==> src/hw/rtl/gf2_poly_power_mod_macros.svh <==
// ----------------------------------------------------------------------------
// gf2_poly_power_mod assertion macros
// Shared concurrent assertion forms, clocked on clock, disabled in reset.
// ----------------------------------------------------------------------------
`ifndef GF2_POLY_POWER_MOD_MACROS_SVH
`define GF2_POLY_POWER_MOD_MACROS_SVH

// same-cycle implication
`define GPM_ASSERT_IMP(lbl, ante, cons, msg) \
   lbl: assert property (@(posedge clock) disable iff (reset) (ante) |-> (cons)) \
      else $error(msg);

// next-cycle implication
`define GPM_ASSERT_NEXT(lbl, ante, cons, msg) \
   lbl: assert property (@(posedge clock) disable iff (reset) (ante) |=> (cons)) \
      else $error(msg);

`endif

==> src/hw/rtl/gpm_pkg.sv <==
// ----------------------------------------------------------------------------
// gpm_pkg
// Shared types and constants for the GF(2) polynomial power unit.
// ----------------------------------------------------------------------------
`default_nettype none

package gpm_pkg;

   // CSR map
   localparam logic CSR_IDX_MODULUS = 1'b0;
   localparam int   MOD_RESET_VALUE = 283;   // x^8+x^4+x^3+x+1

   typedef struct packed {
      logic start;
   } gpm_mul_ctl_type;

   typedef struct packed {
      logic busy;
      logic done;
   } gpm_mul_sts_type;

   typedef struct packed {
      logic done;
      logic deg_zero;
   } gpm_scan_sts_type;

endpackage

`default_nettype wire

==> src/hw/rtl/gpm_mulmod.sv <==
// ----------------------------------------------------------------------------
// gpm_mulmod
// Bit-serial modular multiplier over GF(2), MSB-first interleaved reduction.
// ----------------------------------------------------------------------------
`default_nettype none
`include "gf2_poly_power_mod_macros.svh"

module gpm_mulmod
   import gpm_pkg::*;
#(
   parameter int W = 16
) (
   input  wire logic            clock,
   input  wire logic            reset,
   input  wire gpm_mul_ctl_type ctl,
   input  wire logic [W-1:0]    op_a,     // must be reduced, held during the op
   input  wire logic [W-1:0]    op_b,     // sampled at start, any value
   input  wire logic [W:0]      modulus,
   input  wire logic [W:0]      mod_top,  // one-hot top bit of modulus
   output logic [W-1:0]         product,
   output gpm_mul_sts_type      sts
);

   localparam int CW = $clog2(W + 1);

   logic [W-1:0]  acc_ff, acc_in;
   logic [W-1:0]  b_ff, b_in;
   logic [CW-1:0] cnt_ff, cnt_in;
   logic          done_ff, done_in;
   logic [W:0]    shifted;
   logic [W:0]    reduced;

   always_comb begin
      shifted = {acc_ff, 1'b0};
      reduced = (|(shifted & mod_top)) ? (shifted ^ modulus) : shifted;
      acc_in  = acc_ff;
      b_in    = b_ff;
      cnt_in  = cnt_ff;
      done_in = 1'b0;
      if (ctl.start) begin
         acc_in = '0;
         b_in   = op_b;
         cnt_in = CW'(W);
      end else if (cnt_ff != '0) begin
         acc_in  = reduced[W-1:0] ^ (b_ff[W-1] ? op_a : '0);
         b_in    = b_ff << 1;
         cnt_in  = cnt_ff - CW'(1);
         done_in = (cnt_ff == CW'(1));
      end
   end

   always_ff @(posedge clock) begin
      acc_ff <= acc_in;
      b_ff   <= b_in;
      if (reset) begin
         cnt_ff  <= '0;
         done_ff <= 1'b0;
      end else begin
         cnt_ff  <= cnt_in;
         done_ff <= done_in;
      end
   end

   assign product  = acc_ff;
   assign sts.busy = (cnt_ff != '0);
   assign sts.done = done_ff;

   `GPM_ASSERT_IMP(a_no_start_busy, ctl.start, cnt_ff == '0, "mulmod started while busy")

endmodule

`default_nettype wire

==> src/hw/rtl/gpm_deg_scan.sv <==
// ----------------------------------------------------------------------------
// gpm_deg_scan
// Finds the top set bit of the modulus by shifting it out MSB first.
// ----------------------------------------------------------------------------
`default_nettype none
`include "gf2_poly_power_mod_macros.svh"

module gpm_deg_scan
   import gpm_pkg::*;
#(
   parameter int W = 16
) (
   input  wire logic       clock,
   input  wire logic       reset,
   input  wire logic       start,
   input  wire logic [W:0] modulus,
   output logic [W:0]      mod_top,
   output gpm_scan_sts_type sts
);

   logic [W:0] scan_ff, scan_in;
   logic [W:0] top_ff, top_in;
   logic       busy_ff, busy_in;
   logic       done_ff, done_in;

   always_comb begin
      scan_in = scan_ff;
      top_in  = top_ff;
      busy_in = busy_ff;
      done_in = 1'b0;
      if (start) begin
         scan_in = modulus;
         top_in  = {1'b1, {W{1'b0}}};
         busy_in = 1'b1;
      end else if (busy_ff) begin
         if (scan_ff[W] || top_ff[0]) begin
            busy_in = 1'b0;
            done_in = 1'b1;
         end else begin
            scan_in = scan_ff << 1;
            top_in  = top_ff >> 1;
         end
      end
   end

   always_ff @(posedge clock) begin
      scan_ff <= scan_in;
      if (reset) begin
         top_ff  <= {1'b1, {W{1'b0}}};
         busy_ff <= 1'b0;
         done_ff <= 1'b0;
      end else begin
         top_ff  <= top_in;
         busy_ff <= busy_in;
         done_ff <= done_in;
      end
   end

   assign mod_top      = top_ff;
   assign sts.done     = done_ff;
   assign sts.deg_zero = top_ff[0];

   `GPM_ASSERT_IMP(a_top_onehot, 1'b1, $onehot(top_ff), "degree marker not one-hot")

endmodule

`default_nettype wire

==> src/hw/rtl/gf2_poly_power_mod.sv <==
// Flow, acceptance to rsp_valid: a zero exponent goes straight to the finish; a degree-0 modulus
//   is caught by the degree scan and gives 0; else the degree scan, the base reduce, and per
//   exponent bit up to its top set bit a multiply into acc when the bit is set and a square,
//   then the finish.
// Throughput: one item at a time; the next is taken in the cycle the result is presented,
//   later while a previous result still sits stalled in the output register.
// Reset: synchronous, active high; modulus returns to 0x11B, no item in flight.
// ----------------------------------------------------------------------------
// gf2_poly_power_mod
// GF(2) polynomial exponentiation base^exponent mod modulus, square-and-
// multiply over one shared bit-serial modular multiplier.
// ----------------------------------------------------------------------------
`default_nettype none
`include "gf2_poly_power_mod_macros.svh"

module gf2_poly_power_mod
   import gpm_pkg::*;
#(
   parameter int MAX_DEGREE = 16,
   parameter int EXP_BITS   = 32
) (
   input  wire logic                  clock,
   input  wire logic                  reset,
   // input items
   input  wire logic                  req_valid,
   output logic                       req_stall,
   input  wire logic [MAX_DEGREE-1:0] req_base_poly,
   input  wire logic [EXP_BITS-1:0]   req_exponent,
   // result items
   output logic                       rsp_valid,
   input  wire logic                  rsp_stall,
   output logic [MAX_DEGREE-1:0]      rsp_power_result,
   // CSR port
   input  wire logic                  psel,
   input  wire logic                  penable,
   input  wire logic                  pwrite,
   input  wire logic [((MAX_DEGREE + 1 > 32) ? 4 : 3)-1:0] paddr,
   input  wire logic [((MAX_DEGREE + 1 > 32) ? 64 : 32)-1:0] pwdata,
   output logic [((MAX_DEGREE + 1 > 32) ? 64 : 32)-1:0] prdata,
   output logic                       pready
);

   localparam int W      = MAX_DEGREE;
   localparam int MODW   = MAX_DEGREE + 1;
   localparam int CSR_DW = (MAX_DEGREE + 1 > 32) ? 64 : 32;
   localparam int ADDR_W = (MAX_DEGREE + 1 > 32) ? 4 : 3;

   // sequencer states
   localparam logic [2:0] ST_IDLE = 3'd0;
   localparam logic [2:0] ST_SCAN = 3'd1;   // finding modulus degree
   localparam logic [2:0] ST_PRE  = 3'd2;   // base = 1*base mod m
   localparam logic [2:0] ST_RND  = 3'd3;   // pick next exponent bit
   localparam logic [2:0] ST_MACC = 3'd4;   // acc = acc*base mod m
   localparam logic [2:0] ST_MSQR = 3'd5;   // base = base*base mod m
   localparam logic [2:0] ST_FIN  = 3'd6;   // hand acc to output register

   logic [MODW-1:0]     mod_ff, mod_in;
   logic [2:0]          state_ff, state_in;
   logic [W-1:0]        acc_ff, acc_in;
   logic [W-1:0]        base_ff, base_in;
   logic [EXP_BITS-1:0] exp_ff, exp_in;
   logic                rsp_valid_ff, rsp_valid_in;
   logic [W-1:0]        rsp_data_ff, rsp_data_in;

   logic                csr_idx;
   logic                csr_wr;

   gpm_mul_ctl_type     mul_ctl;
   gpm_mul_sts_type     mul_sts;
   logic [W-1:0]        mul_a;
   logic [W-1:0]        mul_p;
   logic [W:0]          mod_top;
   logic                scan_start;
   gpm_scan_sts_type    scan_sts;

   // ---------------------------------------------------------------------
   // CSR: one register, the modulus, at index 0. pready is tied high.
   // ---------------------------------------------------------------------
   assign csr_idx = paddr[ADDR_W-1];
   assign csr_wr  = psel && penable && pwrite && (csr_idx == CSR_IDX_MODULUS);
   assign pready  = 1'b1;
   assign prdata  = (csr_idx == CSR_IDX_MODULUS) ? CSR_DW'(mod_ff) : '0;
   assign mod_in  = csr_wr ? pwdata[MODW-1:0] : mod_ff;

   // ---------------------------------------------------------------------
   // Datapath units
   // ---------------------------------------------------------------------
   gpm_deg_scan #(.W(W)) u_scan (
      .clock   (clock),
      .reset   (reset),
      .start   (scan_start),
      .modulus (mod_ff),
      .mod_top (mod_top),
      .sts     (scan_sts)
   );

   // op_b is always the running base; op_a is acc except while squaring.
   // op_a is consumed starting the cycle after start, when state is settled.
   assign mul_a = (state_ff == ST_MSQR) ? base_ff : acc_ff;

   gpm_mulmod #(.W(W)) u_mul (
      .clock   (clock),
      .reset   (reset),
      .ctl     (mul_ctl),
      .op_a    (mul_a),
      .op_b    (base_ff),
      .modulus (mod_ff),
      .mod_top (mod_top),
      .product (mul_p),
      .sts     (mul_sts)
   );

   // ---------------------------------------------------------------------
   // Sequencer: square-and-multiply, LSB of exponent first. Stops early once
   // the remaining exponent bits are all zero.
   // ---------------------------------------------------------------------
   always_comb begin
      state_in      = state_ff;
      acc_in        = acc_ff;
      base_in       = base_ff;
      exp_in        = exp_ff;
      mul_ctl.start = 1'b0;
      scan_start    = 1'b0;
      rsp_valid_in  = rsp_valid_ff && rsp_stall;
      rsp_data_in   = rsp_data_ff;

      case (state_ff)
         ST_IDLE: begin
            if (req_valid) begin
               base_in = req_base_poly;
               exp_in  = req_exponent;
               acc_in  = W'(1);
               if (req_exponent == '0) begin
                  // zero exponent: result is 1 whatever base or modulus
                  state_in = ST_FIN;
               end else begin
                  scan_start = 1'b1;
                  state_in   = ST_SCAN;
               end
            end
         end
         ST_SCAN: begin
            if (scan_sts.done) begin
               if (scan_sts.deg_zero) begin
                  // modulus 0 or 1: everything reduces to 0
                  acc_in   = '0;
                  state_in = ST_FIN;
               end else begin
                  mul_ctl.start = 1'b1;
                  state_in      = ST_PRE;
               end
            end
         end
         ST_PRE: begin
            if (mul_sts.done) begin
               base_in  = mul_p;
               state_in = ST_RND;
            end
         end
         ST_RND: begin
            mul_ctl.start = (exp_ff != '0);
            if (exp_ff == '0) begin
               state_in = ST_FIN;
            end else if (exp_ff[0]) begin
               state_in = ST_MACC;
            end else begin
               state_in = ST_MSQR;
            end
         end
         ST_MACC: begin
            if (mul_sts.done) begin
               acc_in        = mul_p;
               mul_ctl.start = 1'b1;
               state_in      = ST_MSQR;
            end
         end
         ST_MSQR: begin
            if (mul_sts.done) begin
               base_in  = mul_p;
               exp_in   = exp_ff >> 1;
               state_in = ST_RND;
            end
         end
         ST_FIN: begin
            if (!(rsp_valid_ff && rsp_stall)) begin
               rsp_valid_in = 1'b1;
               rsp_data_in  = acc_ff;
               state_in     = ST_IDLE;
            end
         end
         default: begin
            state_in = ST_IDLE;
         end
      endcase
   end

   always_ff @(posedge clock) begin
      acc_ff      <= acc_in;
      base_ff     <= base_in;
      exp_ff      <= exp_in;
      rsp_data_ff <= rsp_data_in;
      if (reset) begin
         mod_ff       <= MODW'(MOD_RESET_VALUE);
         state_ff     <= ST_IDLE;
         rsp_valid_ff <= 1'b0;
      end else begin
         mod_ff       <= mod_in;
         state_ff     <= state_in;
         rsp_valid_ff <= rsp_valid_in;
      end
   end

   assign req_stall        = (state_ff != ST_IDLE);
   assign rsp_valid        = rsp_valid_ff;
   assign rsp_power_result = rsp_data_ff;

   `GPM_ASSERT_IMP(a_mul_done_state, mul_sts.done,
      (state_ff == ST_PRE) || (state_ff == ST_MACC) || (state_ff == ST_MSQR),
      "multiplier finished outside a wait state")
   `GPM_ASSERT_IMP(a_mul_done_idle, mul_sts.done, !mul_sts.busy,
      "multiplier reports done while still busy")
   `GPM_ASSERT_IMP(a_scan_done_state, scan_sts.done, state_ff == ST_SCAN,
      "degree scan finished outside scan state")
   `GPM_ASSERT_NEXT(a_fin_delivers, (state_ff == ST_FIN) && !(rsp_valid_ff && rsp_stall),
      rsp_valid_ff && (state_ff == ST_IDLE), "finished item not presented")

endmodule

`default_nettype wire

==> config.mk <==
export PLATFORM = sky130hd
export DESIGN_NAME = gf2_poly_power_mod
export DESIGN_NICKNAME = d
export VERILOG_FILES = /design/src/hw/rtl/gpm_pkg.sv /design/src/hw/rtl/gpm_mulmod.sv /design/src/hw/rtl/gpm_deg_scan.sv /design/src/hw/rtl/gf2_poly_power_mod.sv
export VERILOG_INCLUDE_DIRS = /design/src /design/src/hw/rtl
export SDC_FILE = /design/constraint.sdc
export NUM_CORES = 1
export LEC_CHECK = 0
export BUFFER_PORTS_ARGS = -buffer_cell sky130_fd_sc_hd__buf_2
export CAP_MARGIN = 20
export CORE_MARGIN = 1.5
export CORE_UTILIZATION = 40
export CTS_CLUSTER_DIAMETER = 40
export DETAILED_ROUTE_END_ITERATION = 10
export GPL_ROUTABILITY_DRIVEN = 0
export HOLD_SLACK_MARGIN = 0.12
export PLACE_DENSITY = 0.68
export SLEW_MARGIN = 40
export SYNTH_ARGS = -nofsm -noshare
export SYNTH_HDL_FRONTEND = slang
export SYNTH_SLANG_ARGS = --single-unit
==> constraint.sdc <==
create_clock -name clock -period 3.3 [get_ports clock]
set_clock_uncertainty 0.15 [all_clocks]
set_input_delay 0.165 -clock clock [delete_from_list [all_inputs] [get_ports clock]]
set_output_delay 0.165 -clock clock [all_outputs]
set_load 0.01 [all_outputs]
==> results of run 1 <==
-- path summary, 6_finish.rpt --
kind / end / slack [ns]
max reg2reg: u_mul.cnt_ff[1] / 0.66
min reg2reg: rsp_power_result[4] / 0.30
min: rsp_power_result[4] / 0.30
max: u_mul.cnt_ff[1] / 0.66
-- registers in the layout, indices dropped and copies added, names as in the netlist --
| name | count |
|---|---|
| u_mul.cnt_ff | 5 |
| u_scan.mod_top | 17 |
| rsp_valid | 1 |
| u_mul.done_ff | 1 |
| exp_ff | 32 |
| u_mul.product | 16 |
| u_scan.scan_ff | 17 |
| u_scan.done_ff | 1 |
| acc_ff | 16 |
| base_ff | 16 |
| rsp_power_result | 16 |
| u_scan.busy_ff | 1 |
| state_ff | 3 |
| u_mul.b_ff | 16 |
| mod_ff | 17 |
-- where the power goes --
part | leakage [nW] | switching [mW] | internal [mW] | total (mW)
Combinational | 2.32 | 1.70 | 1.28 | 2.98
Clock | 0.286 | 0.826 | 1.19 | 2.01
Sequential | 1.60 | 0.555 | 3.45 | 4.01
-- logic make-up (layout without fill, tap and decap cells) --
| kind of cell | Yosys count | after routing | share of synthesized area |
|---|---|---|---|
| simple gates | 325 | 325 | 0.185 |
| other cells | 2 | 16 | 0.000908 |
| flops | 175 | 175 | 0.560 |
| xor+xnor | 17 | 17 | 0.0180 |
| buf+inv | 65 | 245 | 0.0458 |
| compound gates | 101 | 101 | 0.0954 |
| fa+ha+maj | 2 | 2 | 0.00302 |
| mux | 64 | 64 | 0.0921 |
-- timing repair --
item / in CTS / in global routing
hold endpoints to repair: 74 / 0
hold buffers: 81 / 0
gates resized for setup: 0 / 0
-- critical path: stages (launching register included) --
cell and delay (ns):
edfxtp_1 0.38, nor4_1 0.38, nand4_1 0.23, o211ai_2 0.31
nand2_2 0.41, buf_4 0.37, a2111oi_4 0.31
-- stage by stage --
| step | area (sq um) | worst slack [ns] |
|---|---|---|
| 6_report | 10400 | 0.660 |
| 4_1_cts | 10400 | 0.606 |
| 3_5_place_dp | 8990 | 0.627 |
| 2_1_floorplan | 8330 | 0.000611 |
| 5_1_grt | 10400 | 0.475 |
| 3_3_place_gp | 8990 | 0.702 |
-- final cells by class --
| cell class | instances | area, sq um |
|---|---|---|
| tap | 270 | 338 |
| timing repair buffer | 205 | 1470 |
| fill | 1750 | 9850 |
| multi-input combinational | 525 | 3320 |
| sequential | 175 | 4630 |
| clock buffer | 18 | 429 |
| inverter | 8 | 30.0 |
| clock inverter | 14 | 163 |
-- placed cells by master (no fill, tap or decap), types with 3 or more instances in the layout --
master,synthesis,layout
a21o_1,4,4
and2_1,3,3
bufinv_16,0,3
mux2_2,33,33
mux2_4,16,16
nor3_2,3,3
inv_1,7,7
xor2_1,15,15
nand2b_1,3,3
nor3_1,5,5
dfxtp_1,62,62
a221oi_1,4,4
o32ai_2,13,13
dlygate4sd3_1,0,81
buf_2,3,107
nand3_1,9,9
a21oi_1,49,47
and3_1,30,30
inv_6,0,3
edfxtp_1,113,113
o32ai_1,3,3
a22o_1,5,5
nor4_1,13,13
clkinv_2,0,3
nor2b_1,17,17
nor2_1,13,13
o21ai_0,6,6
nor4_2,4,4
buf_4,18,17
conb_1,2,16
nand4_1,5,5
mux2i_1,15,15
nand2_1,209,209
clkbuf_16,0,17
clkinv_1,1,3
-- routing by layer --
layer | share of wire | global-route usage | vias up | routed length [um]
met5 | 0 | 0 | - | 0
met4 | 0.023 | 0.0712 | 0 | 443
met3 | 0.045 | 0.0351 | 41 | 876
met2 | 0.47 | 0.296 | 189 | 9150
met1 | 0.46 | 0.245 | 2947 | 8870
li1 | - | - | 3018 | -
==> impl_results.md, run 1 <==
* DRT Wirelength at 19300 um
* TritonCTS clock tree: yes
* P per Cell Area at 867 nW/um^2
* FFs w/ async S/R, synth at 0
* Dpl hpwl at 12700 um
* Seq/Total Area, Yosys at 0.560
* Count of pins over their slew limit at 0
* Post-layout minimum cycle time at 2.64 ns
* Status: finished, final reports clean
* Top FF cell, synth: edfxtp_1
* Initial antenna violation count at 0
* Worst-Skew Late Latency at 0.43 ns
* Final TNS setup at 0 ns
* Detailed Route Iter0 Violations at 471
* First-pass GRT wire length at 31100 um
* CTS H-Tree Depth at 4
* EDFF count, synth at 113
* Synthesized instance count at 751
* Most numerous cell in the Yosys netlist: nand2_1
* Yosys cell types at 59
* Vias in the first global route at 5927
* CP arrival at 2.82 ns
* Remaining global-route overflow at 0
* I/O pin count at 141
* Total GRT Usage at 0.183
* Unrepaired setup endpoints after global routing: no
* Post-route ant nets at 0
* Setup Fix Bufs, Post-CTS at 0
* Largest area contributor in the netlist: edfxtp_1
* Fmax at 379 MHz
* Pwr Total at 9.00 mW
* DRC Markers at 0
* Largest net degree at the start of global routing at 33
* Crit path launch: exp_ff[4]
* Final Hold Violating Endpoints at 0
* Final core utilization at 0.513
* Synth area leaders: edfxtp_1 41%, dfxtp_1 15%, nand2_1 9.5%
* Post-synth top cells: 209 x nand2_1, 113 x edfxtp_1, 62 x dfxtp_1, 49 x a21oi_1, 33 x mux2_2
* Row count at 52
* Post-layout nets at 1024
* Inst Count DP at 1102
* Crit path launch type: register
* Die ar. at 21600 sq um
* Worst-Margin Slew at 0.684 ns
* Worst setup path class: register to register
* Max Cap Viol at 0
* CP endpoint kind: register
* R2R Path Start: exp_ff[4]
* Clock-pin slew on the worst setup and hold paths at 0.07 ns
* Worst R2R Path Depth at 6
* Worst min path class: register to register
* CTS Root Buffer Type: clkbuf_16
* Wirelength per Cell at 15.9 um
* Initial Utilization at 0.409
* Synth top area share at 0.410
* Clk buf depth at 2
* Die width at 147 um
* Max-slew headroom at 0.543
* Via density at 5.10
* Crit Path Max Fanout at 18
* Routed vias at 6195
* Required time of the critical path at 3.48 ns
* Core footprint at 20200 sq um
* Mean Syn Cell Area at 11.0 sq um
* Post-Layout Cell Count at 1215
* Synth Register Bits at 175
* Period utilization at 0.800
* Antenna cells at 0
* Drt first pass iters at 5
* Area delta synth->final at 25.6%
* Die Height at 147 um
* Hold path cells at 0
* CTS Buf Count at 17
* HP Start: acc_ff[4]
* Yosys warnings at 0
* Lkg Pwr at 4.21 nW
* Final setup fails at 0
* Fin Hold WS at 0.302 ns
* Post-Syn Area at 8270 sq um
* Number of port buffers at 107
* Clock net sink count at 175
* Share of layout cells above drive strength 1 at 0.246
* Peak supply drop at 0.420 mV
Note: power is estimated with default switching activity, not from simulation.
==> run 2, diff against run 1 <==
Settings changed: PLACE_DENSITY 0.68 to 0.66.
Clock period 3.3 ns to 2.5 ns, I/O delays scaled along.
==> run 2 against run 1 <==
Compared with the run above:
- sequential power is 30% higher
- setup slack got worse by 0.47 ns
- critical path depth stayed put
- largest power group unchanged
==> impl_results.md, run 2 (synthesis results as in run 1) <==
* Unrepaired setup endpoints after global routing: no
* Largest register FFs at 32
* Vias in the first global route at 6053
* First-pass GRT wire length at 31500 um
* Most frequent cells in the layout: 209 x nand2_1, 113 x edfxtp_1, 107 x buf_2, 85 x dlygate4sd3_1, 62 x dfxtp_1
* CTS Root Buffer Type: clkbuf_16
* Pwr Total at 11.8 mW
* Most common cell after layout, fill and taps aside: nand2_1
* Slowest stage delay, CP at 0.40 ns
* Peak supply drop at 0.589 mV
* Antenna cells at 0
* TritonCTS clock tree: yes
* Max-slew headroom at 0.569
* DRC Markers at 0
* Clock-pin slew on the worst setup and hold paths at 0.07 ns
* Crit path launch type: register
* Die width at 147 um
* Remaining global-route overflow at 0
* Dpl hpwl at 12800 um
* CP Cell Sequence: nor4_2 -> nand4_1 -> o211ai_2 -> nand2_2 -> buf_12 -> mux2_4
* RR Endpoint: u_mul.b_ff[11]
* Total GRT Usage at 0.186
* Final core utilization at 0.519
* Critical path's slowest cell: edfxtp_1
* Drt first pass iters at 5
* Worst R2R Path Depth at 6
* Crit path launch: exp_ff[17]
* Status: finished, final reports clean
* Post-route ant nets at 0
* Area delta synth->final at 26.9%
* Area of the multi-input gates at 3330 sq um
* Worst-Margin Slew at 0.643 ns
* Core footprint at 20200 sq um
* Share of layout cells above drive strength 1 at 0.251
* R2r setup slk at 0.19 ns
* Max Cap Viol at 0
* Crit Path Max Fanout at 38
* CTS Buf Count at 17
* Family with the most delay on the worst path: simple AND/OR/NAND/NOR gates
* Count of pins over their slew limit at 0
* Number of port buffers at 107
* Detailed Route Iter0 Violations at 473
* Initial antenna violation count at 0
* Wirelength per Cell at 15.8 um
* Worst-Skew Late Latency at 0.43 ns
* Final TNS setup at 0 ns
* CP endpoint kind: register
* CP arrival at 2.34 ns
* Worst min path class: input pin to register
* R2R Path Start: exp_ff[17]
* Fin worst setup slack at 0.187 ns
* Fmax at 432 MHz
* Initial Utilization at 0.409
* Largest reg by FF count: exp_ff
* Routed vias at 6191
* Hold EP: u_scan.busy_ff
* Largest net degree at the start of global routing at 39
* Required time of the critical path at 2.53 ns
* Post-layout minimum cycle time at 2.31 ns
* P per Cell Area at 1130 nW/um^2
* Via density at 5.04
* Period utilization at 0.925
* Reg area at 4630 sq um
* Lkg Pwr at 4.25 nW
* Setup WS pre-CTS at 0.231 ns
* I/O pin count at 141
* Post-layout nets at 1038
* WP buf/inv at 1
* CTS H-Tree Depth at 4
* HP Start: req_valid
* Clk buf depth at 2
* Final Hold Violating Endpoints at 0
* Worst setup path class: register to register
* Final setup fails at 0
* DRT Wirelength at 19400 um
* Clock net sink count at 175
* Fillers at 1741
* Row count at 52
* Die Height at 147 um
* Die ar. at 21600 sq um
* Hold path cells at 4
==> run 2: cell types whose count changed in the layout (fill, tap and decap cells not counted), sizes merged <==
cell | previous run | this run
buf | 124 | 134
bufinv | 3 | 1
clkbuf | 18 | 17
clkinv | 7 | 10
dlygate4sd3 | 81 | 85
==> run 2: power breakdown <==
group          switching, mW  internal [mW]  leakage, nW
clock network           1.11           1.36        0.264
registers              0.688           4.55         1.60
logic                   2.30           1.81         2.39
total                   4.10           7.72         4.25
==> run 2: final cells by class <==
class	instances	area share
inverters	8	0.00286
well taps	270	0.0322
clock inverters	15	0.0113
clock buffers	17	0.0405
repair buffers	219	0.155
multi-input cells	525	0.317
flip-flops and latches	175	0.441
==> run 2: worst max path at each step <==
stage	slack, ns	end	cells past startpoint
3_5_place_dp	0.23	u_mul.b_ff[11]	6
2_1_floorplan	0.20	acc_ff[0]	4
5_1_grt	0.06	u_mul.b_ff[11]	6
4_1_cts	0.22	u_mul.b_ff[11]	6
6_report	0.19	u_mul.b_ff[11]	6
3_3_place_gp	0.25	u_mul.b_ff[12]	6
==> run 2: metal layers <==
| metal | vias up | GRT usage | routed length (um) |
|---|---|---|---|
| met2 | 171 | 0.288 | 8950 |
| met4 | 0 | 0.0702 | 493 |
| met1 | 2931 | 0.258 | 9100 |
| met5 | - | 0 | 0 |
| li1 | 3046 | - | - |
| met3 | 43 | 0.0373 | 827 |
==> run 2: through the flow <==
stage,instances,area (sq um),hold WS (ns)
finish,1229,10500,0.146
floorplan,765,8340,0.0992
CTS,1229,10500,0.137
detailed placement,1112,9110,0.192
global placement,1112,9110,0.189
global route,1229,10500,0.171
==> run 2: worst register-to-register path: cells and delay by family (launching register included) <==
family,cells,cell delay [ns]
DFF,1,0.40
and+or+nand+nor,3,0.67
AOI/OAI and AO/OA,1,0.27
buffers and inverters,1,0.21
muxes,1,0.37
==> run 2: timing repair <==
item / in CTS / in global routing
gates resized for setup: 0 / 0
endpoints found under the hold margin: 92 / 0
buffers inserted: 0 / 0
endpoints found under the setup margin: 0 / 0
hold buffers: 85 / 0
==> run 3, diff against run 2 <==
Settings changed: PLACE_DENSITY 0.66 to 0.68, RECOVER_POWER set to 100.
Clock period 2.5 ns to 2.1 ns, I/O delays scaled along.
==> run 3 against run 2 <==
Compared with the run above:
- the run now ends with setup timing left
- core utilization rose by 3.3 points
- cell area rose by 6.4%
- total power rose by 33%
- clock-buffer cell count up 4
- critical path depth up 2
- clock power is 28% higher
- final cell count rose by 3.7%
- largest cell class unchanged
- largest power group is now combinational logic
==> impl_results.md, run 3 (synthesis results as in run 1) <==
* Lkg Pwr at 4.45 nW
* I/O pin count at 141
* First-pass GRT wire length at 32300 um
* CP arrival at 2.23 ns
* CTS Buf Count at 17
* TritonCTS clock tree: yes
* Unrepaired setup endpoints after global routing: yes
* Post-layout minimum cycle time at 2.19 ns
* Number of port buffers at 107
* Wirelength per Cell at 16.2 um
* Crit Path Max Fanout at 10
* Most frequent cells in the layout: 210 x nand2_1, 113 x edfxtp_1, 85 x dlygate4sd3_1, 71 x buf_2, 60 x dfxtp_1
* Remaining global-route overflow at 0
* Detailed Route Iter0 Violations at 508
* Final Instance Area at 11200 sq um
* Clock-pin slew on the worst setup and hold paths at 0.06 ns
* Count of pins over their slew limit at 0
* Fillers at 1656
* CTS Root Buffer Type: clkbuf_16
* Die Height at 147 um
* Most common cell after layout, fill and taps aside: nand2_1
* Reg area at 4640 sq um
* Drt first pass iters at 5
* Max-slew headroom at 0.574
* Row count at 52
* Cell Area, Placed at 9500 sq um
* P per Cell Area at 1410 nW/um^2
* Largest register FFs at 32
* Total GRT Usage at 0.191
* Antenna cells at 0
* Initial antenna violation count at 0
* Via density at 5.10
* Max Cap Viol at 0
* Die ar. at 21600 sq um
* Clk buf depth at 2
* Post-route ant nets at 0
* Share of layout cells above drive strength 1 at 0.270
* Die width at 147 um
* Worst-Skew Late Latency at 0.43 ns
* Initial Utilization at 0.409
* Routed vias at 6496
* Period utilization at 1.04
* Area of the multi-input gates at 3530 sq um
* Post-layout nets at 1083
* Vias in the first global route at 6280
* Area delta synth->final at 35.0%
* Final Hold Violating Endpoints at 0
* Worst setup path class: input pin to register
* Dpl hpwl at 13400 um
* Worst-Margin Slew at 0.639 ns
* Core footprint at 20200 sq um
* DRC Markers at 0
* Fmax at 456 MHz
* CP endpoint kind: register
* Final setup fails at 79
* Failing checks: setup timing
* Pwr Total at 15.7 mW
* Status: finished with violations
* Worst min path class: input pin to register
* Fin worst setup slack at -0.0924 ns
* Clock net sink count at 175
* Crit path launch type: input pin
* DRT Wirelength at 20600 um
* Largest reg by FF count: exp_ff
* Required time of the critical path at 2.13 ns
* Largest net degree at the start of global routing at 33
* CTS H-Tree Depth at 4
* Peak supply drop at 0.832 mV
==> run 3: cell types whose count changed in the layout (fill, tap and decap cells not counted), moves of 5 or more <==
cell and change:
clkbuf_1 +38, buf_2 -36, buf_4 +23, mux2i_1 -8, clkbuf_2 +7, mux2i_4 +7
buf_12 +5, buf_6 +5, nor4_1 -5
==> run 3: through the flow <==
step / utilization / TNS [ns] / hold slack, ns / std cells / worst slack [ns]
2_1_floorplan: - / 0 / 0.0792 / 765 / 0.00830
3_3_place_gp: 0.467 / -1.87 / 0.168 / 1144 / -0.0673
3_5_place_dp: 0.469 / -4.46 / 0.172 / 1146 / -0.133
4_1_cts: 0.542 / -1.40 / 0.162 / 1264 / -0.0786
5_1_grt: 0.552 / -12.97 / 0.270 / 1274 / -0.151
6_report: 0.552 / -3.26 / 0.238 / 1274 / -0.0924
==> run 3: report_power, final <==
| group | leakage (nW) | total, mW | switching, mW | internal, mW |
|---|---|---|---|---|
| Sequential | 1.60 | 6.17 | 0.746 | 5.42 |
| Combinational | 2.56 | 6.36 | 3.29 | 3.08 |
| Clock | 0.286 | 3.17 | 1.34 | 1.83 |
| Total | 4.45 | 15.7 | 5.37 | 10.3 |
==> run 3: layout make-up <==
cell class	count	share of cell area
Tap cell	270	0.0302
Clock inverter	11	0.0113
Multi-Input combinational cell	525	0.316
Timing Repair Buffer	264	0.184
Sequential cell	175	0.415
Inverter	8	0.00269
Clock buffer	21	0.0412
==> run 3: worst paths after layout <==
kind | depth (start not counted) | slack, ns | start | endpoint
setup / recovery | 8 | -0.09 | req_exponent[10] | u_scan.scan_ff[2]
hold / removal | 7 | 0.24 | req_exponent[3] | state_ff[0]
setup reg to reg | 6 | -0.07 | exp_ff[28] | u_mul.b_ff[3]
hold reg to reg | 0 | 0.30 | acc_ff[9] | rsp_power_result[9]
==> run 3: timing repair <==
action / CTS / global route
hold buffers: 85 / 0
resized for setup: 4 / 33
setup endpoints to repair: 50 / 93
buffers inserted: 1 / 6
gates cloned: 0 / 4
endpoints found under the hold margin: 94 / 0
pin swaps: 3 / 20
==> run 3: critical path, cell delays in order <==
cell and delay [ns]:
dlygate4sd3_1 0.54, buf_2 0.14, nor4_1 0.25, nand4_1 0.18
o211ai_1 0.22, buf_4 0.16, clkbuf_2 0.26, mux2_2 0.37
==> run 3: layer usage <==
metal | GRT usage | up-vias | part of all wire
met2 | 0.304 | 224 | 0.48
li1 | - | 3140 | -
met4 | 0.0626 | 0 | 0.021
met5 | 0 | - | 0
met1 | 0.260 | 3095 | 0.45
met3 | 0.0422 | 37 | 0.047
